## src/design/mipsenc_pkg.sv

```systemverilog
// types, opcode constants and the mnemonic decode table of the instruction encoder
// no dependencies
package mipsenc_pkg;

  localparam int unsigned InTdataW  = 64;
  localparam int unsigned OutTdataW = 32;

  // mnemonic codes in alphabetical order
  typedef enum logic [5:0] {
    MN_ADD, MN_ADDI, MN_ADDIU, MN_ADDU, MN_AND, MN_ANDI, MN_BEQ, MN_BGEZ,
    MN_BGEZAL, MN_BGTZ, MN_BLEZ, MN_BLTZ, MN_BLTZAL, MN_BNE, MN_DIV, MN_DIVU,
    MN_J, MN_JAL, MN_JR, MN_LB, MN_LUI, MN_LW, MN_MFHI, MN_MFLO,
    MN_MULT, MN_MULTU, MN_NOOP, MN_OR, MN_ORI, MN_SB, MN_SLL, MN_SLLV,
    MN_SLT, MN_SLTI, MN_SLTIU, MN_SLTU, MN_SRA, MN_SRL, MN_SRLV, MN_SUB,
    MN_SUBU, MN_SW, MN_SYSCALL, MN_XOR, MN_XORI
  } mnem_e;

  // operand placement forms
  typedef enum logic [3:0] {
    KIND_R3, KIND_I, KIND_SHIFT, KIND_R2, KIND_MEM, KIND_JUMP,
    KIND_BRSUB, KIND_LUI, KIND_JR, KIND_MF, KIND_FIXED, KIND_INVALID
  } kind_e;

  // r-type function codes
  localparam logic [5:0] FN_SLL   = 6'h00;
  localparam logic [5:0] FN_SRL   = 6'h02;
  localparam logic [5:0] FN_SRA   = 6'h03;
  localparam logic [5:0] FN_SLLV  = 6'h04;
  localparam logic [5:0] FN_SRLV  = 6'h06;
  localparam logic [5:0] FN_JR    = 6'h08;
  localparam logic [5:0] FN_MFHI  = 6'h10;
  localparam logic [5:0] FN_MFLO  = 6'h12;
  localparam logic [5:0] FN_MULT  = 6'h18;
  localparam logic [5:0] FN_MULTU = 6'h19;
  localparam logic [5:0] FN_DIV   = 6'h1A;
  localparam logic [5:0] FN_DIVU  = 6'h1B;
  localparam logic [5:0] FN_ADD   = 6'h20;
  localparam logic [5:0] FN_ADDU  = 6'h21;
  localparam logic [5:0] FN_SUB   = 6'h22;
  localparam logic [5:0] FN_SUBU  = 6'h23;
  localparam logic [5:0] FN_AND   = 6'h24;
  localparam logic [5:0] FN_OR    = 6'h25;
  localparam logic [5:0] FN_XOR   = 6'h26;
  localparam logic [5:0] FN_SLT   = 6'h2A;
  localparam logic [5:0] FN_SLTU  = 6'h2B;

  // primary opcodes
  localparam logic [5:0] OP_SPECIAL = 6'h00;
  localparam logic [5:0] OP_REGIMM  = 6'h01;
  localparam logic [5:0] OP_J       = 6'h02;
  localparam logic [5:0] OP_JAL     = 6'h03;
  localparam logic [5:0] OP_BEQ     = 6'h04;
  localparam logic [5:0] OP_BNE     = 6'h05;
  localparam logic [5:0] OP_BLEZ    = 6'h06;
  localparam logic [5:0] OP_BGTZ    = 6'h07;
  localparam logic [5:0] OP_ADDI    = 6'h08;
  localparam logic [5:0] OP_ADDIU   = 6'h09;
  localparam logic [5:0] OP_SLTI    = 6'h0A;
  localparam logic [5:0] OP_SLTIU   = 6'h0B;
  localparam logic [5:0] OP_ANDI    = 6'h0C;
  localparam logic [5:0] OP_ORI     = 6'h0D;
  localparam logic [5:0] OP_XORI    = 6'h0E;
  localparam logic [5:0] OP_LUI     = 6'h0F;
  localparam logic [5:0] OP_LB      = 6'h20;
  localparam logic [5:0] OP_LW      = 6'h23;
  localparam logic [5:0] OP_SB      = 6'h28;
  localparam logic [5:0] OP_SW      = 6'h2B;

  // regimm rt subcodes
  localparam logic [4:0] RT_BLTZ   = 5'h00;
  localparam logic [4:0] RT_BGEZ   = 5'h01;
  localparam logic [4:0] RT_BLTZAL = 5'h10;
  localparam logic [4:0] RT_BGEZAL = 5'h11;
  localparam logic [4:0] RT_NONE   = 5'h00;

  // word given for noop and syscall
  localparam logic [5:0] WORD_FIXED = 6'h0C;

  typedef struct packed {
    logic [25:0] target_index;
    logic [15:0] immediate;
    logic [4:0]  third_reg;
    logic [4:0]  second_reg;
    logic [4:0]  first_reg;
    logic [5:0]  func;
  } in_item_t;

  typedef struct packed {
    kind_e      kind;
    logic [5:0] code;
    logic [4:0] sub;
  } enc_entry_t;

  function automatic enc_entry_t enc_lookup(logic [5:0] func);
    enc_entry_t e;
    e = '{kind: KIND_INVALID, code: OP_SPECIAL, sub: RT_NONE};
    case (func)
      MN_ADD:     e = '{KIND_R3,    FN_ADD,     RT_NONE};
      MN_ADDI:    e = '{KIND_I,     OP_ADDI,    RT_NONE};
      MN_ADDIU:   e = '{KIND_I,     OP_ADDIU,   RT_NONE};
      MN_ADDU:    e = '{KIND_R3,    FN_ADDU,    RT_NONE};
      MN_AND:     e = '{KIND_R3,    FN_AND,     RT_NONE};
      MN_ANDI:    e = '{KIND_I,     OP_ANDI,    RT_NONE};
      MN_BEQ:     e = '{KIND_I,     OP_BEQ,     RT_NONE};
      MN_BGEZ:    e = '{KIND_BRSUB, OP_REGIMM,  RT_BGEZ};
      MN_BGEZAL:  e = '{KIND_BRSUB, OP_REGIMM,  RT_BGEZAL};
      MN_BGTZ:    e = '{KIND_BRSUB, OP_BGTZ,    RT_NONE};
      MN_BLEZ:    e = '{KIND_BRSUB, OP_BLEZ,    RT_NONE};
      MN_BLTZ:    e = '{KIND_BRSUB, OP_REGIMM,  RT_BLTZ};
      MN_BLTZAL:  e = '{KIND_BRSUB, OP_REGIMM,  RT_BLTZAL};
      MN_BNE:     e = '{KIND_I,     OP_BNE,     RT_NONE};
      MN_DIV:     e = '{KIND_R2,    FN_DIV,     RT_NONE};
      MN_DIVU:    e = '{KIND_R2,    FN_DIVU,    RT_NONE};
      MN_J:       e = '{KIND_JUMP,  OP_J,       RT_NONE};
      MN_JAL:     e = '{KIND_JUMP,  OP_JAL,     RT_NONE};
      MN_JR:      e = '{KIND_JR,    FN_JR,      RT_NONE};
      MN_LB:      e = '{KIND_MEM,   OP_LB,      RT_NONE};
      MN_LUI:     e = '{KIND_LUI,   OP_LUI,     RT_NONE};
      MN_LW:      e = '{KIND_MEM,   OP_LW,      RT_NONE};
      MN_MFHI:    e = '{KIND_MF,    FN_MFHI,    RT_NONE};
      MN_MFLO:    e = '{KIND_MF,    FN_MFLO,    RT_NONE};
      MN_MULT:    e = '{KIND_R2,    FN_MULT,    RT_NONE};
      MN_MULTU:   e = '{KIND_R2,    FN_MULTU,   RT_NONE};
      MN_NOOP:    e = '{KIND_FIXED, WORD_FIXED, RT_NONE};
      MN_OR:      e = '{KIND_R3,    FN_OR,      RT_NONE};
      MN_ORI:     e = '{KIND_I,     OP_ORI,     RT_NONE};
      MN_SB:      e = '{KIND_MEM,   OP_SB,      RT_NONE};
      MN_SLL:     e = '{KIND_SHIFT, FN_SLL,     RT_NONE};
      MN_SLLV:    e = '{KIND_R3,    FN_SLLV,    RT_NONE};
      MN_SLT:     e = '{KIND_R3,    FN_SLT,     RT_NONE};
      MN_SLTI:    e = '{KIND_I,     OP_SLTI,    RT_NONE};
      MN_SLTIU:   e = '{KIND_I,     OP_SLTIU,   RT_NONE};
      MN_SLTU:    e = '{KIND_R3,    FN_SLTU,    RT_NONE};
      MN_SRA:     e = '{KIND_SHIFT, FN_SRA,     RT_NONE};
      MN_SRL:     e = '{KIND_SHIFT, FN_SRL,     RT_NONE};
      MN_SRLV:    e = '{KIND_R3,    FN_SRLV,    RT_NONE};
      MN_SUB:     e = '{KIND_R3,    FN_SUB,     RT_NONE};
      MN_SUBU:    e = '{KIND_R3,    FN_SUBU,    RT_NONE};
      MN_SW:      e = '{KIND_MEM,   OP_SW,      RT_NONE};
      MN_SYSCALL: e = '{KIND_FIXED, WORD_FIXED, RT_NONE};
      MN_XOR:     e = '{KIND_R3,    FN_XOR,     RT_NONE};
      MN_XORI:    e = '{KIND_I,     OP_XORI,    RT_NONE};
      default:    e = '{KIND_INVALID, OP_SPECIAL, RT_NONE};
    endcase
    return e;
  endfunction

endpackage

```

## src/design/mipsenc_in_reg.sv

```systemverilog
// input register stage of the instruction encoder: holds one tokenized item
// depends on mipsenc_pkg
module mipsenc_in_reg
  import mipsenc_pkg::*;
(
  input  logic     clk_i,
  input  logic     rst_ni,
  input  logic     valid_i,
  output logic     ready_o,
  input  in_item_t item_i,
  output logic     valid_o,
  input  logic     ready_i,
  output in_item_t item_o
);

  logic     valid_q;
  in_item_t item_q;

  // the stage refills whenever its item leaves in the same cycle
  assign ready_o = !valid_q || ready_i;
  assign valid_o = valid_q;
  assign item_o  = item_q;

  always_ff @(posedge clk_i or negedge rst_ni) begin
    if (!rst_ni) begin
      valid_q <= 1'b0;
    end else if (ready_o) begin
      valid_q <= valid_i;
    end
  end

  always_ff @(posedge clk_i) begin
    if (ready_o && valid_i) begin
      item_q <= item_i;
    end
  end

endmodule

```

## src/design/mipsenc_encode.sv

```systemverilog
// combinational encoder: decodes the mnemonic and packs the 32-bit word
// depends on mipsenc_pkg
module mipsenc_encode
  import mipsenc_pkg::*;
(
  input  in_item_t    item_i,
  output logic [31:0] word_o,
  output logic        invalid_o
);

  enc_entry_t e;
  logic [4:0] a, b, c;

  assign e = enc_lookup(item_i.func);
  assign a = item_i.first_reg;
  assign b = item_i.second_reg;
  assign c = item_i.third_reg;

  always_comb begin
    invalid_o = 1'b0;
    case (e.kind)
      KIND_R3:    word_o = {OP_SPECIAL, b, c, a, 5'd0, e.code};
      KIND_I:     word_o = {e.code, a, b, item_i.immediate};
      KIND_SHIFT: word_o = {OP_SPECIAL, a, b, 5'd0, item_i.immediate[4:0], e.code};
      KIND_R2:    word_o = {OP_SPECIAL, a, b, 10'd0, e.code};
      KIND_MEM:   word_o = {e.code, b, a, item_i.immediate};
      KIND_JUMP:  word_o = {e.code, item_i.target_index};
      KIND_BRSUB: word_o = {e.code, a, e.sub, item_i.immediate};
      KIND_LUI:   word_o = {e.code, 5'd0, a, item_i.immediate};
      KIND_JR:    word_o = {OP_SPECIAL, a, 15'd0, e.code};
      KIND_MF:    word_o = {16'd0, a, 5'd0, e.code};
      KIND_FIXED: word_o = {26'd0, e.code};
      default: begin
        // codes past the mnemonic list
        word_o    = '0;
        invalid_o = 1'b1;
      end
    endcase
  end

endmodule

```

## src/design/mipsenc_out_reg.sv

```systemverilog
// result register stage of the instruction encoder: holds one encoded word
// no package dependencies
module mipsenc_out_reg (
  input  logic        clk_i,
  input  logic        rst_ni,
  input  logic        valid_i,
  output logic        ready_o,
  input  logic [31:0] word_i,
  input  logic        invalid_i,
  output logic        valid_o,
  input  logic        ready_i,
  output logic [31:0] word_o,
  output logic        invalid_o
);

  logic        valid_q;
  logic [31:0] word_q;
  logic        invalid_q;

  assign ready_o   = !valid_q || ready_i;
  assign valid_o   = valid_q;
  assign word_o    = word_q;
  assign invalid_o = invalid_q;

  always_ff @(posedge clk_i or negedge rst_ni) begin
    if (!rst_ni) begin
      valid_q <= 1'b0;
    end else if (ready_o) begin
      valid_q <= valid_i;
    end
  end

  always_ff @(posedge clk_i) begin
    if (ready_o && valid_i) begin
      word_q    <= word_i;
      invalid_q <= invalid_i;
    end
  end

endmodule

```

## src/design/mips_instruction_word_encoder_top.sv

```systemverilog
// MIPS32 instruction word encoder, top level
// depends on mipsenc_pkg, mipsenc_in_reg, mipsenc_encode, mipsenc_out_reg
//
// Takes one tokenized instruction per item on the s_axis channel and gives
// its 32-bit machine word on the m_axis channel, one result per item, in order.
// Input tdata carries func, first_reg, second_reg, third_reg, immediate and
// target_index; output tdata carries the word and tuser flags an unknown
// mnemonic code (the word is then zero).
// m_axis_tvalid rises once the accepted item has passed both registers: the
// input register takes it at the accepting edge, the decode and packing logic
// feeds the result register, which loads it when it is free.
// Throughput is one item per cycle while the receiver keeps m_axis_tready high;
// the decode table lookup and field packing sit between the two registers.
// Reset clears both stage valid bits; nothing is held across reset.
// When the receiver stalls the result register holds its item and the input
// register still takes one more item; s_axis_tready falls only once both
// stages are full.
module mips_instruction_word_encoder_top
  import mipsenc_pkg::*;
(
  input  logic                 clk_i,
  input  logic                 rst_ni,
  input  logic                 s_axis_tvalid,
  output logic                 s_axis_tready,
  // func[5:0], first_reg[10:6], second_reg[15:11], third_reg[20:16],
  // immediate[36:21], target_index[62:37], zero pad [63]
  input  logic [InTdataW-1:0]  s_axis_tdata,
  output logic                 m_axis_tvalid,
  input  logic                 m_axis_tready,
  // instruction_word[31:0]
  output logic [OutTdataW-1:0] m_axis_tdata,
  // invalid[0]
  output logic                 m_axis_tuser
);

  in_item_t    in_item, stage_item;
  logic        stage_valid, stage_ready;
  logic [31:0] enc_word;
  logic        enc_invalid;

  assign in_item = s_axis_tdata[$bits(in_item_t)-1:0];

  mipsenc_in_reg u_in_reg (
    .clk_i   (clk_i),
    .rst_ni  (rst_ni),
    .valid_i (s_axis_tvalid),
    .ready_o (s_axis_tready),
    .item_i  (in_item),
    .valid_o (stage_valid),
    .ready_i (stage_ready),
    .item_o  (stage_item)
  );

  mipsenc_encode u_encode (
    .item_i    (stage_item),
    .word_o    (enc_word),
    .invalid_o (enc_invalid)
  );

  mipsenc_out_reg u_out_reg (
    .clk_i     (clk_i),
    .rst_ni    (rst_ni),
    .valid_i   (stage_valid),
    .ready_o   (stage_ready),
    .word_i    (enc_word),
    .invalid_i (enc_invalid),
    .valid_o   (m_axis_tvalid),
    .ready_i   (m_axis_tready),
    .word_o    (m_axis_tdata),
    .invalid_o (m_axis_tuser)
  );

endmodule

```

## config.mk

```make
export PLATFORM = sky130hd
export DESIGN_NAME = mips_instruction_word_encoder_top
export DESIGN_NICKNAME = d
export VERILOG_FILES = /design/src/design/mipsenc_pkg.sv /design/src/design/mipsenc_in_reg.sv /design/src/design/mipsenc_encode.sv /design/src/design/mipsenc_out_reg.sv /design/src/design/mips_instruction_word_encoder_top.sv
export SDC_FILE = /design/constraint.sdc
export NUM_CORES = 1
export LEC_CHECK = 0
export ABC_AREA = 1
export BUFFER_PORTS_ARGS = -buffer_cell sky130_fd_sc_hd__buf_2
export CELL_PAD_IN_SITES_DETAIL_PLACEMENT = 1
export CELL_PAD_IN_SITES_GLOBAL_PLACEMENT = 1
export CORE_ASPECT_RATIO = 2
export CORE_MARGIN = 2
export CORE_UTILIZATION = 39
export CTS_BUF_LIST = sky130_fd_sc_hd__clkbuf_8
export CTS_CLUSTER_DIAMETER = 60
export DETAILED_ROUTE_END_ITERATION = 16
export HOLD_SLACK_MARGIN = 0.03
export PLACE_DENSITY = 0.8
export SYNTH_ARGS = -nofsm -noshare
export SYNTH_HDL_FRONTEND = slang
export SYNTH_HIERARCHICAL = 1
export SYNTH_SLANG_ARGS = --single-unit
```

## constraint.sdc

```tcl
create_clock -name clk_i -period 3.7 [get_ports clk_i]
set_input_delay 0.37 -clock clk_i [delete_from_list [all_inputs] [get_ports clk_i]]
set_output_delay 0.37 -clock clk_i [all_outputs]
set_load 0.02 [all_outputs]
```

# Word-level counts from Yosys, hierarchy flattened
# Memory sizes are Yosys's and may differ from the RTL's. A register that Yosys moved wholly into a read port is not among the register bits.
# Index checks and enable logic that the tools add are counted.
classes:
  eq_ne: 10
  muxes: 3
  reduce_logical: 8
ops:
  columns: ["operator", "n"]
  rows:
  - ["$pmux W32 S11", 1]
  - ["$eq A4 B3 Y1 const B", 4]
  - ["$eq A4 B4 Y1 const B", 3]
  - ["$reduce_or A11 Y1", 1]
  - ["$eq A4 B2 Y1 const B", 2]
  - ["$mux W6", 1]
  - ["$eq A4 B1 Y1 const B", 1]
  - ["$logic_not A4 Y1", 1]
  - ["$logic_and A1 B1 Y1", 2]
  - ["$logic_not A1 Y1", 2]
  - ["$logic_or A1 B1 Y1", 2]
  - ["$mux W1", 1]
word_totals:
  regBits: 98
  romBits: 768
  inputBits: 68
  output_inout_bits: 35
  word_cells: 32
  memories: 1
mem_list:
  columns: ["name", "words", "word_bits", "read_ports", "rd_clocked_by_memory_dff", "write_ports", "line_no", "text"]
  rows:
  - ["(no name shown)", 64, 12, 1, 1, 0, "mipsenc_pkg.sv:97", "case (func)"]

# Longest topological paths before layout
# Gate-level depths: netlist (run 1).
logic_depth:
  depth_word: 5
  depth_mapped: 15
  mapped_depth_nobuf: 15

# Cells and area by module
# The synthesis (run 1) kept the hierarchy.
by_module_without_submodules:
  columns: ["module", "instances", "cells_each", "area_per_inst_um2", "seq_area_each_um2"]
  rows:
  - ["mipsenc_in_reg", 1, 69, 1936.9, 1916.8]
  - ["mipsenc_encode", 1, 326, 1554.0, 0.0]
  - ["mipsenc_out_reg", 1, 39, 1036.0, 1016.0]

# Worst setup path after synthesis (run 1)
# No wires, ideal clock.
synth_path:
  path_kind: "flip-flop to flip-flop"
  startpoint: "reg u_out_reg.valid_q (netlist: u_out_reg/valid_o)"
  endpoint: "reg u_in_reg.item_q, in the netlist u_in_reg/item_o[0], enable pin"
  setup_ns: 0.504
  t_arrival_ns: 3.664
  required_ns: 3.196
  slack_ns: -0.468
  path_stages_with_launch: 4
  path_buffers: 0
  synth_period_minus_slack_ns: 4.168
  cell_sequence: "dfrtp_1 > nand2_1 > inv_1 > a21oi_1"
synth_between:
  elab_chain_len: 4
synth_lines:
  columns: ["item", "line_no", "text"]
  rows:
  - ["from (decl)", "mipsenc_out_reg.sv:16", "logic valid_q;"]
  - ["from (signal assigned)", "mipsenc_out_reg.sv:29", "valid_q <= valid_i;"]
  - ["$logic_not A1 Y1", "mipsenc_out_reg.sv:20", "assign ready_o = !valid_q || ready_i;"]
  - ["$logic_or A1 B1 Y1", "mipsenc_out_reg.sv:20", null]
  - ["named net stage_ready", "mips_instruction_word_encoder_top.sv:37", "logic stage_valid, stage_ready;"]
  - ["$logic_or A1 B1 Y1", "mipsenc_in_reg.sv:20", "assign ready_o = !valid_q || ready_i;"]
  - ["$logic_and A1 B1 Y1", "mipsenc_in_reg.sv:33", "if (ready_o && valid_i) begin"]
  - ["to (signal assigned)", "mipsenc_in_reg.sv:34", "item_q <= item_i;"]
  - ["to (decl)", "mipsenc_in_reg.sv:17", "in_item_t item_q;"]
# The timed path passes the listed nets, and every way through them passes these cells.
# A chain may end at the register's enable or synchronous reset.

==> results of run 1 <==
[synth_stat cells]
| cell type | number |
|---|---|
| nand2_1 | 149 |
| edfxtp_1 | 96 |
| nand3_1 | 52 |
| inv_1 | 34 |
| nor2_1 | 25 |
| a21oi_1 | 8 |
| ha_1 | 7 |
| nand2_2 | 7 |
| o21ai_0 | 7 |
| buf_2 | 6 |
| inv_2 | 5 |
| nor3_1 | 5 |
| a31oi_1 | 3 |
| buf_4 | 3 |
| buf_6 | 3 |
| nand2_4 | 3 |
| nor2_2 | 3 |
| nor2_4 | 3 |
| dfrtp_1 | 2 |
| nand3_2 | 2 |
| nand4_1 | 2 |
| o211ai_1 | 2 |
| o22ai_1 | 2 |
| a211oi_1 | 1 |
| a21oi_2 | 1 |
| a21oi_4 | 1 |
| nand4_2 | 1 |
| nor4_1 | 1 |
[routing by layer]
metal | vias up | track usage [%] | part of all wire [%]
met5 | - | 0 | 0
met4 | 0 | 11.22 | 4.5
met3 | 30 | 2.595 | 3.0
met2 | 92 | 37.90 | 58
met1 | 1631 | 19.82 | 34
li1 | 1664 | - | -
[registers in the layout, summed over array words and instances (netlist names)]
name / cells
u_out_reg/word_o: 32
u_in_reg/item_o: 63
u_out_reg/invalid_o: 1
u_in_reg/valid_o: 1
u_out_reg/valid_o: 1
[report_power, final]
group | switching [W] | leakage, nW | internal [W] | total [W]
combinational | 0.000300 | 1.29 | 0.000128 | 0.000429
sequential | 0.0000431 | 0.954 | 0.00134 | 0.00138
clock | 0.000376 | 0.103 | 0.000313 | 0.000689
[cell type report]
class	instances	area [µm²]
Antenna cell	1	2.502
Clock buffer	9	123.9
Fill cell	1336	5927
Clock inverter	7	68.82
Inverter	39	146.4
Sequential cell	98	2933
Tap cell	142	177.7
Multi-Input combinational cell	285	1384
Timing Repair Buffer	103	523.0
[critical path, stage by stage, from the launching register on]
cell and delay, ns:
edfxtp_1 0.53, inv_1 0.27, ha_1 0.34, nand3_1 0.15, nand3_1 0.13, nand3_1 0.13
nand2_2 0.17, nand2_4 0.09, nor2_4 0.48, nand2_1 0.12, nand2_1 0.09, inv_1 0.04
nand2_1 0.06
[cell families (layout without fill, tap and decap cells)]
group,Yosys count,count (layout)
simple gates,253,253
flops,98,98
buf+inv,51,158
compound gates,25,25
fa+ha+maj,7,7
other cells,0,1
[stage by stage]
| step | worst slack [ns] | power (W) |
|---|---|---|
| 3_3_place_gp | 1.026 | 0.001821 |
| 2_1_floorplan | 0.8079 | 0.001675 |
| 4_1_cts | 0.9437 | 0.002525 |
| 5_1_grt | 0.7126 | 0.002604 |
| 6_report | 0.9726 | 0.002499 |
| 3_5_place_dp | 0.9562 | 0.001839 |
[how the worst max path moves through the flow]
| stage | endpoint | slack [ns] | depth (start not counted) |
|---|---|---|---|
| floorplan | u_in_reg/item_o[0] | 0.81 | 3 |
| global placement | u_out_reg/word_o[18] | 1.03 | 12 |
| detailed placement | u_out_reg/word_o[23] | 0.96 | 12 |
| CTS | u_out_reg/word_o[19] | 0.94 | 12 |
| global route | u_out_reg/word_o[21] | 0.71 | 14 |
| finish | u_out_reg/word_o[23] | 0.97 | 12 |
==> results.json, run 1 <==
{
  "first_pass_iters": 4,
  "synthMuxAreaShare_pct": 0,
  "report.final.slew_viol_count": 0,
  "yosys.area.top_type": "edfxtp_1",
  "synth_nets": 509,
  "fin_nets": 611,
  "place_inst": 666,
  "synth_top_family_by_area": "simple AND/OR/NAND/NOR gates",
  "avgSynthCellArea_um2": 10.43,
  "cts_made_buffers": 9,
  "fmax_mhz": 366.7,
  "row_count": 55,
  "die_h_um": 156.4,
  "syn-instance-count": 434,
  "dieArea_um2": 12540,
  "grt_max_degree": 64,
  "whs_path_depth": 1,
  "area_growth_syn_to_layout_pct": 18.38,
  "ir_worst_vdd_uv": 289.8,
  "r2r_slack_ns": 0.97,
  "fin_crit_ns": 2.727,
  "synth_adder_area_share_pct": 1.935,
  "final_cells": 684,
  "core_area_um2": 11290,
  "dpl_cell_area_um2": 5154,
  "synth.distinct_cells": 28,
  "most-common-layout-cells": "nand2_1 (149), buf_2 (101), edfxtp_1 (96)",
  "clock_skew_ns": 0.01503,
  "routed_wl_mm": 11.85,
  "antenna_left": 0,
  "cts.sinks": 98,
  "arrival_ns": 2.96,
  "r2r_cells": 12,
  "status": "finished, final reports clean",
  "clockBufferDepth": 2,
  "cts_resized": 0,
  "synth_xor_area_share_pct": 0,
  "final-setup-viol-count": 0,
  "port_buffers": 101,
  "cts_tree": "yes",
  "hold_viol_final": 0,
  "clock_latency_ns": 0.36,
  "rsz0062_at_grt": "no",
  "timing.rr.start": "u_in_reg/item_o[1]",
  "cts_root_buffer": "clkbuf_8",
  "dp_hpwl_mm": 9.174,
  "gp_congestion": 0.9400,
  "final_util_pct": 47.48,
  "power.density_nw_per_um2": 466.2,
  "drive_above_1_share_pct": 26.62,
  "track_usage_pct": 19.88,
  "layout_commonest_cell": "nand2_1",
  "grt_pass1_wl_mm": 18.53,
  "yosysSeqAreaShare_pct": 64.79,
  "ys_ff_latch": 98,
  "yosys.area_share.simple_pct": 24.74,
  "routed_via_density": 4.996,
  "worstPathMaxFanout": 24,
  "yosys_warnings": 6,
  "path_clk_slew_ns": 0.10,
  "critPathLaunch": "u_in_reg/item_o[1]",
  "wire_per_inst_um": 17.32,
  "synth_area_leaders": "edfxtp_1 (64%), nand2_1 (12%), nand3_1 (5.7%)",
  "initial_core_util_pct": 40.11,
  "min_to": "u_in_reg/item_o[42]",
  "holdCritStartpoint": "s_axis_tdata[42]",
  "timing.rr.end": "u_out_reg/word_o[23]",
  "via_count": 3417,
  "postCtsHoldBufs": 1,
  "final_cell_area_um2": 5359,
  "min_path_type": "primary input to flip-flop",
  "drtIter0Drc": 125,
  "syn_area_um2": 4527,
  "power_leakage_nw": 2.345,
  "hold_slack_ns": 0.1771,
  "worstMarginPinSlew_ns": 1.161,
  "relSlewSlack_pct": 22.41,
  "cts_setup_buffers": 0,
  "antenna_found_initial": 1,
  "critPathKind": "flip-flop to flip-flop",
  "synth_top_cell_area_share_pct": 63.68,
  "htree_num_levels": 3,
  "io_pins": 103,
  "synth-compound-area-share_pct": 3.400,
  "drc": 0,
  "grt_overflow_total": 0,
  "maxCapViolations": 0,
  "finalSetupTns_ns": 0,
  "grt_pass1_vias": 3694,
  "startpoint_type": "flip-flop",
  "die_width_um": 80.18,
  "cp.required_ns": 3.94,
  "finalCritPeriodShare_pct": 73.71,
  "end_kind": "flip-flop"
}
No activity file was read; power rests on OpenSTA's default activity.
==> inputs of run 2 (changes only) <==
==> constraint.sdc (replaced) <==
create_clock -name clk_i -period 2.5 [get_ports clk_i]
set_input_delay 0.25 -clock clk_i [delete_from_list [all_inputs] [get_ports clk_i]]
set_output_delay 0.25 -clock clk_i [all_outputs]
set_load 0.02 [all_outputs]
==> run 2 against run 1 <==
Compared with the run above: global-route usage increased by 3.4 points; clock skew increased by 0.0020 ns; flip-flop and latch count unchanged; highest routed layer unchanged.
==> results.json, run 2 (same netlist as run 1, synthesis figures left out) <==
{
  "status": "finished, final reports clean",
  "initial_core_util_pct": 40.11,
  "die_width_um": 80.18,
  "drive_above_1_share_pct": 28.08,
  "grt_pass1_wl_mm": 21.31,
  "final_cell_area_um2": 6026,
  "startpoint_type": "flip-flop",
  "via_count": 3777,
  "track_usage_pct": 23.29,
  "routed_wl_mm": 13.94,
  "hold_viol_final": 0,
  "final-setup-viol-count": 0,
  "grt_overflow_total": 0,
  "relSlewSlack_pct": 61.92,
  "cts_made_buffers": 9,
  "row_count": 55,
  "final_cells": 751,
  "routed_via_density": 5.029,
  "critPathKind": "flip-flop to flip-flop",
  "rsz0062_at_grt": "no",
  "antenna_left": 0,
  "finalSetupTns_ns": 0,
  "fin_crit_ns": 2.344,
  "grt_max_degree": 64,
  "wire_per_inst_um": 18.56,
  "io_pins": 103,
  "grt_pass1_vias": 4218,
  "busiest_layer": "met2",
  "maxCapViolations": 0,
  "cts_tree": "yes",
  "drtIter0Drc": 161,
  "fmax_mhz": 426.7,
  "arrival_ns": 2.57,
  "fin_nets": 679,
  "worstMarginPinSlew_ns": 0.5685,
  "ir_worst_vdd_uv": 473.9,
  "cts_root_buffer": "clkbuf_8",
  "cts.sinks": 98,
  "port_buffers": 101,
  "dpl_cell_area_um2": 5344,
  "finalCritPeriodShare_pct": 93.75,
  "end_kind": "flip-flop",
  "power_leakage_nw": 2.653,
  "path_clk_slew_ns": 0.10,
  "most-common-layout-cells": "nand2_1 (149), buf_2 (101), edfxtp_1 (96)",
  "die_h_um": 156.4,
  "cp.required_ns": 2.73,
  "dieArea_um2": 12540,
  "whs_path_depth": 1,
  "first_pass_iters": 4,
  "power.density_nw_per_um2": 637.9,
  "r2r_cells": 11,
  "drc": 0,
  "worstPathMaxFanout": 10,
  "dp_hpwl_mm": 10.43,
  "met1_usage_pct": 21.77,
  "area_growth_syn_to_layout_pct": 33.11,
  "largest_register_ffs": 63,
  "gp_congestion": 0.9682,
  "report.final.slew_viol_count": 0,
  "antenna_found_initial": 0,
  "clockBufferDepth": 2,
  "place_inst": 688,
  "htree_num_levels": 3,
  "fillers": 1314,
  "core_area_um2": 11290,
  "diodes": 0,
  "layout_commonest_cell": "nand2_1",
  "use_met2_pct": 44.68,
  "clock_latency_ns": 0.38,
  "clock_skew_ns": 0.01706,
  "use_met3_pct": 3.287,
  "min_path_type": "primary input to flip-flop"
}
[run 2: cell count changes in the layout (fill, tap and decap cells not counted), sizes merged]
cell	before	now
dlygate4sd3	1	45
buf	102	126
bufinv	1	0
clkinvlp	0	1
diode	1	0
[run 2: repair_timing]
action	in CTS	in global routing
hold endpoints to repair	41	5
hold buffers	40	5
buffers inserted	0	2
endpoints found under the setup margin	0	25
resized for setup	0	3
[run 2: final timing paths]
check	slack (ns)	to	startpoint
worst max-delay path	0.16	u_out_reg/word_o[18]	u_in_reg/item_o[2]
worst min-delay path	0.05	u_in_reg/item_o[33]	s_axis_tdata[33]
worst max register to register	0.16	u_out_reg/word_o[18]	u_in_reg/item_o[2]
worst min register to register	0.56	u_out_reg/word_o[14]	u_in_reg/item_o[51]
max in group asynchronous	2.21	u_in_reg/valid_o	rst_ni
min in group asynchronous	0.19	u_out_reg/valid_o	rst_ni
[run 2: through the flow]
step	hold slack, ns	setup WS [ns]	util, %	total power, W
floorplan	-0.04559	0.3555	-	0.002479
global placement	0.03566	0.1496	47.35	0.002744
detailed placement	0.04401	0.1079	47.35	0.002778
CTS	0.03041	0.05640	52.71	0.003856
global route	0.03024	0.005632	53.39	0.004004
finish	0.04742	0.1563	53.39	0.003844
[run 2: critical path: stages (launching register included)]
cell,delay (ns)
edfxtp_1,0.55
inv_2,0.24
nand2_1,0.10
nand3_1,0.15
nand2_1,0.08
nand2_2,0.12
inv_1,0.12
a21oi_4,0.22
nand2_2,0.11
nor2_2,0.22
nand2_1,0.15
nand3_1,0.12
[run 2: area by class of cell]
cell class | count | area [µm²] | share of cell area [%]
sequential | 98 | 2933 | 48.67
multi-input combinational | 285 | 1396 | 23.17
timing repair buffer | 171 | 1169 | 19.39
tap | 142 | 177.7 | 2.948
inverter | 39 | 146.4 | 2.429
clock buffer | 9 | 123.9 | 2.056
clock inverter | 7 | 80.08 | 1.329
[run 2: power by group]
| group | switching [W] | leakage, nW | internal, W |
|---|---|---|---|
| Clock | 0.000642 | 0.0994 | 0.000398 |
| Combinational | 0.000487 | 1.60 | 0.000278 |
| Sequential | 0.0000618 | 0.954 | 0.00198 |
[run 2: per-layer routing]
metal	routed length, µm	part of all wire, %
met1	4392	32
met5	0	0
met4	845	6.1
met3	331	2.4
met2	8368	60
